## config.mk

```make
export PLATFORM = sky130hd
export DESIGN_NAME = fcbt_cell
export DESIGN_NICKNAME = d
export VERILOG_FILES = /design/src/hw/rtl/fcbt_pkg.sv /design/src/hw/rtl/fcbt_cell.sv
export SDC_FILE = /design/constraint.sdc
export NUM_CORES = 1
export LEC_CHECK = 0
export BUFFER_PORTS_ARGS = -buffer_cell sky130_fd_sc_hd__buf_2
export CORE_MARGIN = 1
export CORE_UTILIZATION = 49
export CTS_CLUSTER_SIZE = 16
export DETAILED_ROUTE_END_ITERATION = 7
export PLACE_DENSITY = 0.85
export SYNTH_ARGS = -nofsm -noshare
export SYNTH_HDL_FRONTEND = slang
export SYNTH_SLANG_ARGS = --single-unit
export TNS_END_PERCENT = 50
```

## constraint.sdc

```tcl
create_clock -name clk -period 5.2 [get_ports clk]
set_input_delay 0.26 -clock clk [delete_from_list [all_inputs] [get_ports clk]]
set_output_delay 0.26 -clock clk [all_outputs]
set_load 0.05 [all_outputs]
```

## src/hw/rtl/fcbt_pkg.sv

```systemverilog
`default_nettype none
package fcbt_pkg;

  localparam int CAPACITY = 32;
  localparam int IDX_W    = $clog2(CAPACITY);
  localparam int CNT_W    = $clog2(CAPACITY + 1);
  localparam int VAL_W    = 32;
  localparam int CFG_W    = 6;

  localparam logic [CFG_W-1:0] CAP_LIMIT_RST = CFG_W'(32);

  typedef enum logic [1:0] {
    OP_ADD    = 2'd0,
    OP_REMOVE = 2'd1,
    OP_QUERY  = 2'd2,
    OP_CLEAR  = 2'd3
  } fcbt_op_t;

  typedef enum logic [0:0] {
    ST_IDLE,
    ST_SCAN
  } fcbt_state_t;

  // Probe that walks the row of cells, collecting match facts.
  typedef struct packed {
    logic             valid;
    logic [VAL_W-1:0] value;
    logic [CNT_W-1:0] count;
    logic             hit;
    logic [IDX_W-1:0] first;
    logic [VAL_W-1:0] last;
  } fcbt_tok_t;

  // Write broadcast to all cells; the addressed cell takes it.
  typedef struct packed {
    logic             en;
    logic [IDX_W-1:0] idx;
    logic [VAL_W-1:0] data;
  } fcbt_wr_t;

endpackage
`default_nettype wire

```

## src/hw/rtl/fcbt_cell.sv

```systemverilog
`default_nettype none
module fcbt_cell
  import fcbt_pkg::*;
(
  input  wire logic             clk,
  input  wire logic             rst_n,
  input  wire logic [IDX_W-1:0] cell_idx,
  input  wire logic [CNT_W-1:0] held,
  input  wire fcbt_tok_t        tok_in,
  input  wire fcbt_wr_t         wr,
  output fcbt_tok_t             tok_out
);

  logic [VAL_W-1:0] entry_r;
  fcbt_tok_t        tok_r;
  fcbt_tok_t        tok_nxt;
  logic             live;
  logic             eq;

  always_comb begin
    live    = CNT_W'(cell_idx) < held;
    eq      = live && (tok_in.value == entry_r);
    tok_nxt = tok_in;
    if (eq) begin
      tok_nxt.count = tok_in.count + CNT_W'(1);
      tok_nxt.hit   = 1'b1;
      if (!tok_in.hit) begin
        tok_nxt.first = cell_idx;
      end
    end
    // Grab the top entry on the way past, for remove.
    if ((CNT_W'(cell_idx) + CNT_W'(1)) == held) begin
      tok_nxt.last = entry_r;
    end
  end

  always_ff @(posedge clk) begin
    if (!rst_n) begin
      tok_r <= '0;
    end else begin
      tok_r <= tok_nxt;
    end
  end

  always_ff @(posedge clk) begin
    if (wr.en && (wr.idx == cell_idx)) begin
      entry_r <= wr.data;
    end
  end

  assign tok_out = tok_r;

endmodule
`default_nettype wire

```

* Word level (Yosys, flattened, before mapping) *
Cells that the tools add are included.
W data, S select, Z words.

storage, ports and cells
  flip-flop bits (word level) = 109
  input port bits = 128
  output and inout port bits = 77
  word-level logic and storage cells = 18

operators by class
  $add $sub $neg = 2
  order comparisons = 1
  equality and inequality tests = 3
  muxes and demuxes = 3
  reductions and logical operators = 2

operators with widths
  cell                   number
  $eq A32 B32 Y1         1
  $mux W32               1
  $mux W12               1
  $add A5 B1 Y6 const B  1
  $add A6 B1 Y6 const B  1
  $eq A6 B6 Y1           1
  $lt A5 B6 Y1           1
  $eq A5 B5 Y1           1
  $mux W5                1
  $logic_and A1 B1 Y1    2

* Logic depth before layout (Yosys ltp) *
Gate-level depths: netlist (run 1).

  depth in word-level cells = 3
  depth in mapped cells = 8
  mapped depth without buffers = 8

* Worst setup path before layout (run 1) *
Ideal clock, no wire load.

  path kind = input -> register
  start point = in cell_idx[3]
  end point = reg entry_r[0], enable pin
  setup time = 392 ps
  arrival time = 1,691 ps
  data required time = 4,808 ps
  slack = 3,117 ps
  stages on the path = 4
  buffers on the path = 1
  cell sequence = clkbuf_1 -> xor2_1 -> nor4_1 -> and3_1

between the ends
  longest elaborated chain between the ends = 2

RTL lines
  what                  line             source
  start, declared       fcbt_cell.sv:7   input wire logic [IDX_W-1:0] cell_idx,
  $eq A5 B5 Y1          fcbt_cell.sv:46  if (wr.en && (wr.idx == cell_idx)) begin
  $logic_and A1 B1 Y1   fcbt_cell.sv:46
  end signal, assigned  fcbt_cell.sv:47  entry_r <= wr.data;
  end, declared         fcbt_cell.sv:14  logic [VAL_W-1:0] entry_r;

No other way between the ends.
A chain may end at the register's enable or synchronous reset.

* Final worst setup path (run 1) *
  start point = reg entry_r[28]
  end point = reg tok_r, in the netlist tok_out[36]

between the ends
  longest elaborated chain between the ends = 3

RTL lines
  what                  line             source
  $eq A32 B32 Y1        fcbt_cell.sv:22  eq = live && (tok_in.value == entry_r);
  $logic_and A1 B1 Y1   fcbt_cell.sv:22
  $mux W12              fcbt_cell.sv:24  if (eq) begin
  end signal, assigned  fcbt_cell.sv:41  tok_r <= tok_nxt;
  end, declared         fcbt_cell.sv:15  fcbt_tok_t tok_r;

No other way between the ends.

==> results by group, run 1 <==
Logic synthesis
  – Simple-gate share of the synthesized area: 14.27%
  – Average size of a mapped cell: between 10 and 15 sq um
  – Post-synth top area share: between 30% and 40%
  – Compound-gate portion of the synthesized area: 2.769%
  – Mapped cell area: ~4200 sq um
  – Yosys reg bits: between 100 and 150
  – Synth Area in Adders: about 2.1%
  – Yosys warnings: 0
  – Post-synth cell types: 36
  – Syn Inst Count: roughly 350
  – Post-synth EDFFs: 32
  – Synth Net Count: around 490
  – Post-synthesis mux area share: 9.874%
  – Largest family of logic cells by synthesized area: simple AND/OR/NAND/NOR gates
  – Register area share after synthesis: between 60 and 70%
  – Synth Area in XOR/XNOR: 8.429%
  – Count leader, synth: dfxtp_1
  – Main synth FF type: dfxtp_1
  – Synth area leader: dfxtp_1
  – Synth async-reset ratio: 0%
  – Synth area leaders: dfxtp_1 37%, edfxtp_1 23%, mux2i_1 9.9%
  – Synth top cells by count: 77 x dfxtp_1, 41 x mux2i_1, 35 x xor2_1, 34 x nor2_1, 33 x and2_1

GRT
  – Total gr overflow: 0
  – Vias in the first global route: about 3.2k
  – Initial antenna violation count: 1
  – Total track usage: between 20 and 25%
  – First-pass GRT wire length: ~15000 um
  – Largest net degree at the start of global routing: between 50 and 60

Timing
  – Final Hold Fails: 0
  – Least-Margin Pin Slew: between 1 and 1.5 ns
  – RSZ-0062 raised after global routing: false
  – Slew headroom: between 30 and 40%
  – Setup tns final: 0 ns
  – Shortest period the worst path allows: between 2 and 3 ns
  – Finish-stage setup viols: 0
  – Slew Limit Fails: 0
  – Fmax: a little under 400 MHz
  – Period Utilization, post-route: roughly 48%
  – Worst clock skew: 0.01482 ns

Drt
  – Post-route ant nets: 0
  – Drc violations: 0
  – Top routing layer in use: met4
  – Met3 wire len: 551 um
  – Met1 Routed Length: 3880 um
  – Drt first pass iters: 4
  – Met2 wire length: 5165 um
  – Routed vias: about 3.2k
  – Initial drt markers: 95
  – Final wirelength: ~9800 um
  – Via density: a little under 5
  – Wire per inst: between 10 and 15 um

Floorplan
  – Num ports: between 200 and 250
  – Die ar.: ~8900 sq um
  – Initial core utilization: around half
  – Die H: around 94 um
  – Core area: ~8000 sq um
  – FP Rows: 33
  – DIE WIDTH: between 90 and 100 um

Cells and area
  – Layout Cell Area excl Fill: ~5500 sq um
  – Syn-to-layout area delta: 31.76%
  – Register area: ~2500 sq um
  – Fraction of layout cells with a size suffix above 1: 40.36%
  – N_diodes: 0
  – Multi-input logic area: approximately 1600 sq um
  – Number of fill cells in the layout: between 600 and 700
  – Nets@finish: 690

Worst setup path
  – Setup crit end: tok_out[36]
  – Delay of the slowest critical-path stage: approximately 0.49 ns
  – CP max-delay cell: nor3_2
  – Crit Path Category: reg2reg
  – Startpoint of the worst register-to-register path: entry_r[28]
  – Flop-to-flop setup slack: 2.68 ns
  – CP Launch Type: register
  – CP Launch Point: entry_r[28]
  – Reg2reg path depth: 6
  – Critical path capture point type: register
  – Max FO, Critical Path: 8
  – Crit Reg-Reg Endpoint: tok_out[36]
  – CP Data Required Time: around 5.5 ns
  – Worst path cell trace: xor2_1, nor4_1, nand4_1, a311o_2, nor3_2, mux2i_1
  – Worst endpoint data arrival time: between 2 and 3 ns

Clock network
  – Sink Count: ~110
  – TritonCTS Buffers: 9
  – Root Buffer: clkbuf_8
  – TritonCTS clock tree: built
  – Post-CTS setup buffer count: 0
  – Clk buf depth: 2
  – Resize count post-CTS: 0
  – Hold-fix buffers, CTS: 0
  – CTS clk-pin slew, worst paths: between 0.1 and 0.15 ns
  – CTS HTree Levels: 3
  – Clock latency on the worst-skew pair: ~0.35 ns

Placement
  – DP HPWL: roughly 7500 um
  – Port bufs: 204
  – RD Place Congestion: 0.8044
  – DP Area: approximately 5300 sq um

Status
  – Status: completed

Run
  – Max Cap Violations: 0

Power and ir drop
  – Pwr/cell area: between 300 and 400 nW/um^2
  – Leak Pwr: between 2 and 3 nW
  – Worst vdd ir: ~0.24 mV

Min path
  – HP Class: in2reg
[critical path: cells and delay by family (launching register included)]
family | cells | cell delay, ns
AO/OA/AOI/OAI | 1 | 0.46
XOR/XNOR | 1 | 0.17
flip-flops | 1 | 0.41
multiplexers | 1 | 0.26
AND/OR/NAND/NOR | 3 | 1.13
[registers in the layout, summed over array words and instances (netlist names)]
register	count
tok_out	77
entry_r	32
[placed cells by master (no fill, tap or decap), drive strengths merged, types with 2 or more instances in the layout]
cell type,count
a211oi,2
a21oi,5
a31oi,2
and2,33
and3,2
buf,205
clkbuf,12
dfxtp,77
edfxtp,32
ha,7
inv,12
mux2i,41
nand2,17
nand2b,2
nand3,3
nand4,3
nor2,34
nor2b,4
nor3,5
nor4,7
o21ai,3
or3,2
xnor2,5
xor2,35
[per-layer routing]
metal	vias to the layer above	global-route usage, %
li1	1589	-
met1	1497	25.27
met2	121	41.18
met3	13	5.178
met4	0	8.333
met5	-	0
[through the flow]
stage	setup slack (ns)	instances	hold WS [ns]	power, mW	utilization (%)
6_report	2.680	665	0.06785	1.744	66.65
5_1_grt	2.523	665	0.04185	1.813	66.65
4_1_cts	2.679	665	0.05765	1.757	66.65
3_5_place_dp	2.651	649	0.4381	1.244	64.09
3_3_place_gp	2.761	649	0.4368	1.237	64.09
2_1_floorplan	3.117	352	0.3589	1.136	-
[worst min path at each step]
| stage | from | endpoint | slack [ns] | cells past startpoint |
|---|---|---|---|---|
| after detailed placement | wr[15] | entry_r[15] | 0.44 | 1 |
| after CTS | wr[22] | entry_r[22] | 0.06 | 1 |
| final | wr[28] | entry_r[28] | 0.07 | 1 |
| after global placement | wr[6] | entry_r[6] | 0.44 | 1 |
| after global routing | wr[28] | entry_r[28] | 0.04 | 1 |
| after floorplan | wr[0] | entry_r[0] | 0.36 | 0 |
[final cells by class]
type,count,area share (%)
Clock buffer,12,3.221
Tap cell,105,2.399
Clock inverter,4,0.6169
Inverter,10,0.6854
Sequential cell,109,45.69
Timing Repair Buffer,205,18.78
Multi-Input combinational cell,220,28.60
[power breakdown]
group	total, mW	internal, mW	switching, mW
combinational	0.300	0.0960	0.204
sequential	0.923	0.912	0.0112
clock	0.521	0.235	0.285
total	1.74	1.24	0.500
[kinds of logic after synthesis]
family	after synthesis
flip-flops	109
multiplexers	41
XOR/XNOR	40
AND/OR/NAND/NOR	115
buffers and inverters	23
AO/OA/AOI/OAI	17
adder cells (fa/ha/maj)	7
Power figures use the tool's default switching activity.
==> run 2, diff against run 1 <==
--- a/config.mk
+++ b/config.mk
@@ -5,12 +5,13 @@
 export SDC_FILE = /design/constraint.sdc
 export NUM_CORES = 1
 export LEC_CHECK = 0
+export ABC_AREA = 1
 export BUFFER_PORTS_ARGS = -buffer_cell sky130_fd_sc_hd__buf_2
 export CORE_MARGIN = 1
-export CORE_UTILIZATION = 49
+export CORE_UTILIZATION = 43
 export CTS_CLUSTER_SIZE = 16
 export DETAILED_ROUTE_END_ITERATION = 7
-export PLACE_DENSITY = 0.85
+export PLACE_DENSITY = 0.76
 export SYNTH_ARGS = -nofsm -noshare
 export SYNTH_HDL_FRONTEND = slang
 export SYNTH_SLANG_ARGS = --single-unit
==> constraint.sdc (replaced) <==
create_clock -name clk -period 2.25 [get_ports clk]
set_input_delay 0.1125 -clock clk [delete_from_list [all_inputs] [get_ports clk]]
set_output_delay 0.1125 -clock clk [all_outputs]
set_load 0.05 [all_outputs]
==> run 2 against run 1 <==
Global-route usage grew 1.3 points. Cell count rose by 56%. Critical endpoint is now tok_out[38]. Non-clock buffer count rose by 105.
==> results by group, run 2 <==
Clock network
  – Sink Count: 109 (unchanged)
  – Clk buf depth: 2 (unchanged)
  – CTS HTree Levels: 3 (unchanged)
  – TritonCTS Buffers: 9 (unchanged)
  – Hold-fix buffers, CTS: 96 (+96)
  – CTS clk-pin slew, worst paths: 0.10 ns (about the same)
  – Root Buffer: clkbuf_8
  – Clock latency on the worst-skew pair: 0.36 ns (about the same)
  – Post-CTS setup buffer count: 0 (unchanged)
  – Resize count post-CTS: 0 (unchanged)
  – TritonCTS clock tree: built

Timing
  – Final Hold Fails: 0 (unchanged)
  – Period Utilization, post-route: 80.27% (+32 points)
  – Finish-stage setup viols: 0 (unchanged)
  – Slew headroom: 66.42% (+36 points)
  – RSZ-0062 raised after global routing: false
  – Fmax: 553.7 MHz (+40%)
  – Shortest period the worst path allows: 1.806 ns (-0.7144 ns)
  – Setup tns final: 0 ns (unchanged)
  – Final setup margin: 0.4440 ns (-2.236 ns)
  – Slew Limit Fails: 0 (unchanged)
  – Worst clock skew: 0.01006 ns (-0.004763 ns)
  – Least-Margin Pin Slew: 0.5036 ns (-0.5277 ns)

Floorplan
  – FP Rows: 37 (+12%)
  – Initial core utilization: 44.88% (-5.7 points)
  – DIE WIDTH: 106.5 um (+13%)
  – Core area: 10460 sq um (+27%)
  – Num ports: 205 (unchanged)
  – Die ar.: 11340 sq um (+28%)
  – Die H: 106.5 um (+13%)

Worst setup path
  – Critical path capture point type: register
  – Startpoint of the worst register-to-register path: entry_r[17]
  – Crit Reg-Reg Endpoint: tok_out[38]
  – Crit Path Category: reg2reg
  – Setup crit end: tok_out[38]
  – Flop-to-flop setup slack: 0.44 ns (-2.24 ns)
  – Reg2reg path depth: 9 (+3)
  – CP Launch Point: entry_r[17]
  – Max FO, Critical Path: 5 (-3)
  – Worst endpoint data arrival time: 2.07 ns (-0.73 ns)
  – CP Data Required Time: 2.51 ns (-2.97 ns)
  – CP Launch Type: register

Placement
  – RD Place Congestion: 0.8418 (+4.6%)
  – Port bufs: 204 (unchanged)
  – Pre-CTS setup slack: 0.4952 ns (-2.156 ns)
  – DP HPWL: 8808 um (+18%)

GRT
  – Most used routing layer: met2
  – Met3 GRT Util: 4.537% (-0.64 points)
  – Vias in the first global route: 4593 (+42%)
  – First-pass GRT wire length: 20960 um (+40%)
  – Total gr overflow: 0 (unchanged)
  – Met2 Track Usage GR: 43.37% (+2.2 points)
  – M1 GR Usage: 26.53% (+1.3 points)
  – Initial antenna violation count: 0 (-1)
  – Total track usage: 23.82% (+1.3 points)
  – Largest net degree at the start of global routing: 65 (+20%)

Cells and area
  – Most frequent cells in the layout: 204 x buf_2, 172 x nand2_1, 103 x inv_1
  – Leading cell type in the layout, fill and taps excluded: buf_2
  – Syn-to-layout area delta: 50.07%
  – Fraction of layout cells with a size suffix above 1: 26.00% (-14 points)
  – N_diodes: 0 (unchanged)
  – Largest register FFs: 77 (unchanged)
  – Nets@finish: 1034 (+50%)

Power and ir drop
  – Psw: 1.249 mW (+150%)
  – Worst vdd ir: 0.3411 mV (+41%)
  – Pwr/cell area: 590.1 nW/um^2 (+85%)
  – Clock network power share: 26.6% (-3.2 points)
  – Switching share of power: 30.04% (+1.4 points)
  – Reg power frac: 51.4% (-1.6 points)
  – Combinational share of power: 22.0% (+4.8 points)
  – Leak Pwr: 3.775 nW (+37%)
  – Cell Int Power: 2.909 mW (+130%)

Logic synthesis
  – Synth Net Count: 728 (+49%)
  – Synth top cells by count: 172 x nand2_1, 103 x inv_1, 100 x nor2_1, 77 x dfxtp_1, 32 x edfxtp_1
  – Post-synth cell types: 25 (-31%)
  – Count leader, synth: nand2_1
  – Yosys reg bits: 109 (unchanged)
  – Average size of a mapped cell: 7.919 sq um (-33%)
  – Synth area leaders: dfxtp_1 33%, edfxtp_1 20%, nand2_1 14%
  – Synth async-reset ratio: 0% (unchanged)
  – Register area share after synthesis: 53.29% (-6.9 points)
  – Post-synth EDFFs: 32 (unchanged)
  – Synth area leader: dfxtp_1
  – Main synth FF type: dfxtp_1
  – Mapped cell area: 4696 sq um (+13%)
  – Syn Inst Count: 593 (+68%)
  – Post-synth top area share: 32.83% (-4.3 points)
  – Yosys warnings: 0 (unchanged)

Drt
  – Drc violations: 0 (unchanged)
  – Initial drt markers: 161 (+69%)
  – Via density: 4.476 (-7.6%)
  – Post-route ant nets: 0 (unchanged)
  – Routed vias: 4655 (+45%)
  – Final wirelength: 13290 um (+36%)
  – Wire per inst: 12.78 um (-13%)
  – Drt first pass iters: 4 (unchanged)

Min path
  – HP Class: in2reg

Status
  – Status: completed

Run
  – Max Cap Violations: 0 (unchanged)
run 2: stage by stage:
step	utilization, %	cells	power, mW	hold slack, ns	area [sq um]
after floorplan	-	593	2.690	0.2060	4701
after global placement	56.30	927	2.945	0.2896	5891
after global routing	67.35	1040	4.352	0.02658	7047
final	67.35	1040	4.158	0.02975	7047
after CTS	67.26	1039	4.178	0.0002822	7037
after detailed placement	56.30	927	2.958	0.2907	5891
run 2: area by class of cell:
| type | count | area [sq um] |
|---|---|---|
| clock buffer | 11 | 141.4 |
| clock inverter | 5 | 43.79 |
| fill | 858 | 3416 |
| inverter | 104 | 390.4 |
| multi-input combinational | 365 | 1714 |
| sequential | 109 | 2502 |
| tap | 136 | 170.2 |
| timing repair buffer | 310 | 2085 |
run 2: power groups by stage:
stage               Combinational (mW)  Sequential (mW)  Clock (mW)
finish                           0.916             2.14        1.10
CTS                              0.907             2.14        1.13
global placement                 0.766             2.18           0
global route                     0.990             2.15        1.22
floorplan                        0.228             2.46           0
detailed placement               0.776             2.18           0
run 2: cell families (layout without fill, tap and decap cells):
logic type | count (synthesis) | count (layout) | share of synthesized area [%]
adder cells (fa/ha/maj) | 7 | 7 | 1.865
multiplexers | 1 | 1 | 0.2398
buffers and inverters | 119 | 430 | 10.44
flip-flops | 109 | 109 | 53.29
AO/OA/AOI/OAI | 31 | 31 | 3.890
XOR/XNOR | 29 | 29 | 5.409
AND/OR/NAND/NOR | 297 | 297 | 24.86
run 2: how the worst min path moves through the flow:
stage	start	endpoint	slack, ns	depth (start not counted)
2_1_floorplan	tok_in[44]	tok_out[44]	0.21	2
3_3_place_gp	wr[0]	entry_r[0]	0.29	1
3_5_place_dp	wr[0]	entry_r[0]	0.29	1
4_1_cts	tok_in[22]	tok_out[22]	0.0003	3
5_1_grt	tok_in[38]	tok_out[38]	0.03	3
6_report	tok_in[39]	tok_out[39]	0.03	3
run 2: metal layers:
metal  share of wire, %  up-vias
li1                   -     2377
met4                3.8        0
met2                 51      172
met1                 41     2061
met5                  0        -
met3                4.7       45
run 2: worst max-delay path, stage by stage (launching register included):
cell and delay (ns):
edfxtp_1 0.44, xor2_1 0.18, nor2_1 0.28, nand2_1 0.09, nor2_1 0.09, nand2_1 0.10
nor2_1 0.31, nand2_1 0.11, nand2_1 0.08, nor2_1 0.04
==> run 3, diff against run 2 <==
--- a/config.mk
+++ b/config.mk
@@ -8,10 +8,10 @@
 export ABC_AREA = 1
 export BUFFER_PORTS_ARGS = -buffer_cell sky130_fd_sc_hd__buf_2
 export CORE_MARGIN = 1
-export CORE_UTILIZATION = 43
+export CORE_UTILIZATION = 47
 export CTS_CLUSTER_SIZE = 16
 export DETAILED_ROUTE_END_ITERATION = 7
-export PLACE_DENSITY = 0.76
+export PLACE_DENSITY = 0.79
 export SYNTH_ARGS = -nofsm -noshare
 export SYNTH_HDL_FRONTEND = slang
 export SYNTH_SLANG_ARGS = --single-unit
==> constraint.sdc (replaced) <==
create_clock -name clk -period 1.7 [get_ports clk]
set_input_delay 0.085 -clock clk [delete_from_list [all_inputs] [get_ports clk]]
set_output_delay 0.085 -clock clk [all_outputs]
set_load 0.05 [all_outputs]
==> run 3 against run 2 <==
Worst setup slack worse by 0.41 ns. Combinational power is 39% higher. Largest power group unchanged. Design area rose by 3.8%. Critical endpoint is now tok_out[40]. Routed wire length increased by 10%. Highest routed layer unchanged. Global-route usage rose by 4.3 points. Critical path type unchanged.
==> results by group, run 3 (synthesized netlist as in run 2, its figures left out) <==
GRT
  – First-pass GRT wire length: 21780 um (+4.0%)
  – Initial antenna violation count: 0 (unchanged)
  – Vias in the first global route: 4929 (+7.3%)
  – Total track usage: 28.11% (+4.3 points)
  – Most used routing layer: met2
  – Met2 Track Usage GR: 54.26% (+11 points)
  – Met3 GRT Util: 6.293% (+1.8 points)
  – Total gr overflow: 0 (unchanged)
  – Largest net degree at the start of global routing: 37 (-43%)
  – M1 GR Usage: 28.16% (+1.6 points)

Floorplan
  – Die ar.: 10390 sq um (-8.4%)
  – Core area: 9729 sq um (-7.0%)
  – Initial core utilization: 48.26% (+3.4 points)
  – Die H: 102.0 um (-4.3%)
  – Num ports: 205 (unchanged)
  – DIE WIDTH: 102.0 um (-4.3%)
  – FP Rows: 36 (-2.7%)

Power and ir drop
  – Total Power: 5.887 mW (+42%)
  – Leak Pwr: 3.872 nW (+2.6%)
  – Worst vdd ir: 0.5396 mV (+58%)
  – Pwr/cell area: 805.1 nW/um^2 (+36%)

Placement
  – DP Area: 5969 sq um (+1.3%)
  – Post-Place Cells: 928 (+0.11%)
  – RD Place Congestion: 0.8318 (-1.2%)
  – Port bufs: 204 (unchanged)
  – DP HPWL: 9019 um (+2.4%)

Timing
  – Least-Margin Pin Slew: 0.3912 ns (-0.1124 ns)
  – Slew headroom: 73.92% (+7.5 points)
  – RSZ-0062 raised after global routing: true
  – Fmax: 598.5 MHz (+8.1%)
  – Worst clock skew: 0.009264 ns (-0.0007972 ns)
  – Period Utilization, post-route: 98.28% (+18 points)
  – Slew Limit Fails: 0 (unchanged)
  – Shortest period the worst path allows: 1.671 ns (-0.1352 ns)
  – Final Hold Fails: 0 (unchanged)
  – Finish-stage setup viols: 0 (unchanged)

Run
  – Max Cap Violations: 0 (unchanged)

Clock network
  – CTS clk-pin slew, worst paths: 0.10 ns (about the same)
  – CTS HTree Levels: 3 (unchanged)
  – TritonCTS Buffers: 9 (unchanged)
  – Sink Count: 109 (unchanged)
  – TritonCTS clock tree: built
  – Root Buffer: clkbuf_8
  – Clock latency on the worst-skew pair: 0.38 ns (+0.02 ns)
  – Clk buf depth: 2 (unchanged)

Min path
  – HP Start: tok_in[43]
  – Hold Path Cell Cnt: 4 (+1)
  – HP Class: in2reg

Cells and area
  – Nets@finish: 1043 (+0.87%)
  – Largest register FFs: 77 (unchanged)
  – Layout Cell Area excl Fill: 7312 sq um (+3.8%)
  – Syn-to-layout area delta: 55.72%
  – Leading cell type in the layout, fill and taps excluded: buf_2
  – Fin cells: 1046 (+0.58%)
  – Most frequent cells in the layout: 204 x buf_2, 166 x nand2_1, 100 x inv_1
  – N_diodes: 0 (unchanged)
  – Final Util: 75.15% (+7.8 points)
  – Fraction of layout cells with a size suffix above 1: 28.92% (+2.9 points)

Worst setup path
  – Startpoint of the worst register-to-register path: entry_r[4]
  – Crit Path Category: reg2reg
  – Worst endpoint data arrival time: 1.93 ns (-0.14 ns)
  – CP Launch Point: entry_r[4]
  – Reg2reg path depth: 8 (-1)
  – CP Data Required Time: 1.96 ns (-0.55 ns)
  – CP Launch Type: register
  – Max FO, Critical Path: 9 (+4)
  – Critical path capture point type: register

Drt
  – Initial drt markers: 128 (-20%)
  – Wire per inst: 14.02 um (+9.8%)
  – Drc violations: 0 (unchanged)
  – Drt first pass iters: 5 (+1)
  – Via density: 4.648 (+3.8%)
  – Routed vias: 4862 (+4.4%)
  – Final wirelength: 14670 um (+10%)
  – Post-route ant nets: 0 (unchanged)

Status
  – Status: completed
run 3: cell types whose count changed in the layout (fill, tap and decap cells not counted), moves of 4 or more:
cell	change
nand2_2	+5
buf_6	+4
nand2_1	-6
nor2_1	-7
nor2_2	+4
run 3: area by class of cell:
cell class                      instances  area [sq um]
Multi-Input combinational cell        365          1792
Clock buffer                           13         191.4
Tap cell                              133         166.4
Inverter                              104         405.4
Sequential cell                       109          2502
Fill cell                             676          2417
Clock inverter                          3         45.04
Timing Repair Buffer                  319          2210
run 3: power breakdown:
| group | internal, mW | switching [mW] |
|---|---|---|
| Clock | 0.908 | 0.878 |
| Sequential | 2.79 | 0.0361 |
| Combinational | 0.484 | 0.786 |
| Total | 4.19 | 1.70 |
run 3: stage by stage:
| step | hold slack (ns) | setup slack, ns | TNS, ns |
|---|---|---|---|
| 3_3_place_gp | 0.2634 | 0.05174 | 0 |
| 2_1_floorplan | 0.1785 | -0.0002348 | -0.007514 |
| 3_5_place_dp | 0.2631 | -0.03105 | -0.5955 |
| 4_1_cts | 0.02905 | 0.004395 | 0 |
| 5_1_grt | 0.03909 | -0.1143 | -0.9343 |
| 6_report | 0.04185 | 0.02917 | 0 |
run 3: worst max-delay path, cell delays in order (launching register included):
cell and delay, ns:
edfxtp_1 0.41, xor2_1 0.19, nor2_2 0.16, nand2_1 0.08
nor2_2 0.18, nand2_2 0.09, buf_4 0.18, o21bai_1 0.20
a21oi_2 0.08
run 3: worst paths after layout:
kind | endpoint | slack (ns)
max | tok_out[40] | 0.03
min | tok_out[43] | 0.04
max reg2reg | tok_out[40] | 0.03
min reg2reg | tok_out[13] | 0.59
run 3: timing repair:
action / CTS / global route
hold buffers: 99 / 0
gates cloned: 0 / 1
gates resized for setup: 3 / 29
pin swaps: 0 / 13
setup buffers: 0 / 2
endpoints found under the hold margin: 99 / 0
setup endpoints to repair: 2 / 12
run 3: routing by layer:
layer  wire length [um]  up-vias  part of all wire [%]
li1                   -     2397                     -
met1               5284     2187                    36
met2               7902      230                    54
met3                946       48                   6.4
met4                534        0                   3.6
met5                  0        -                     0
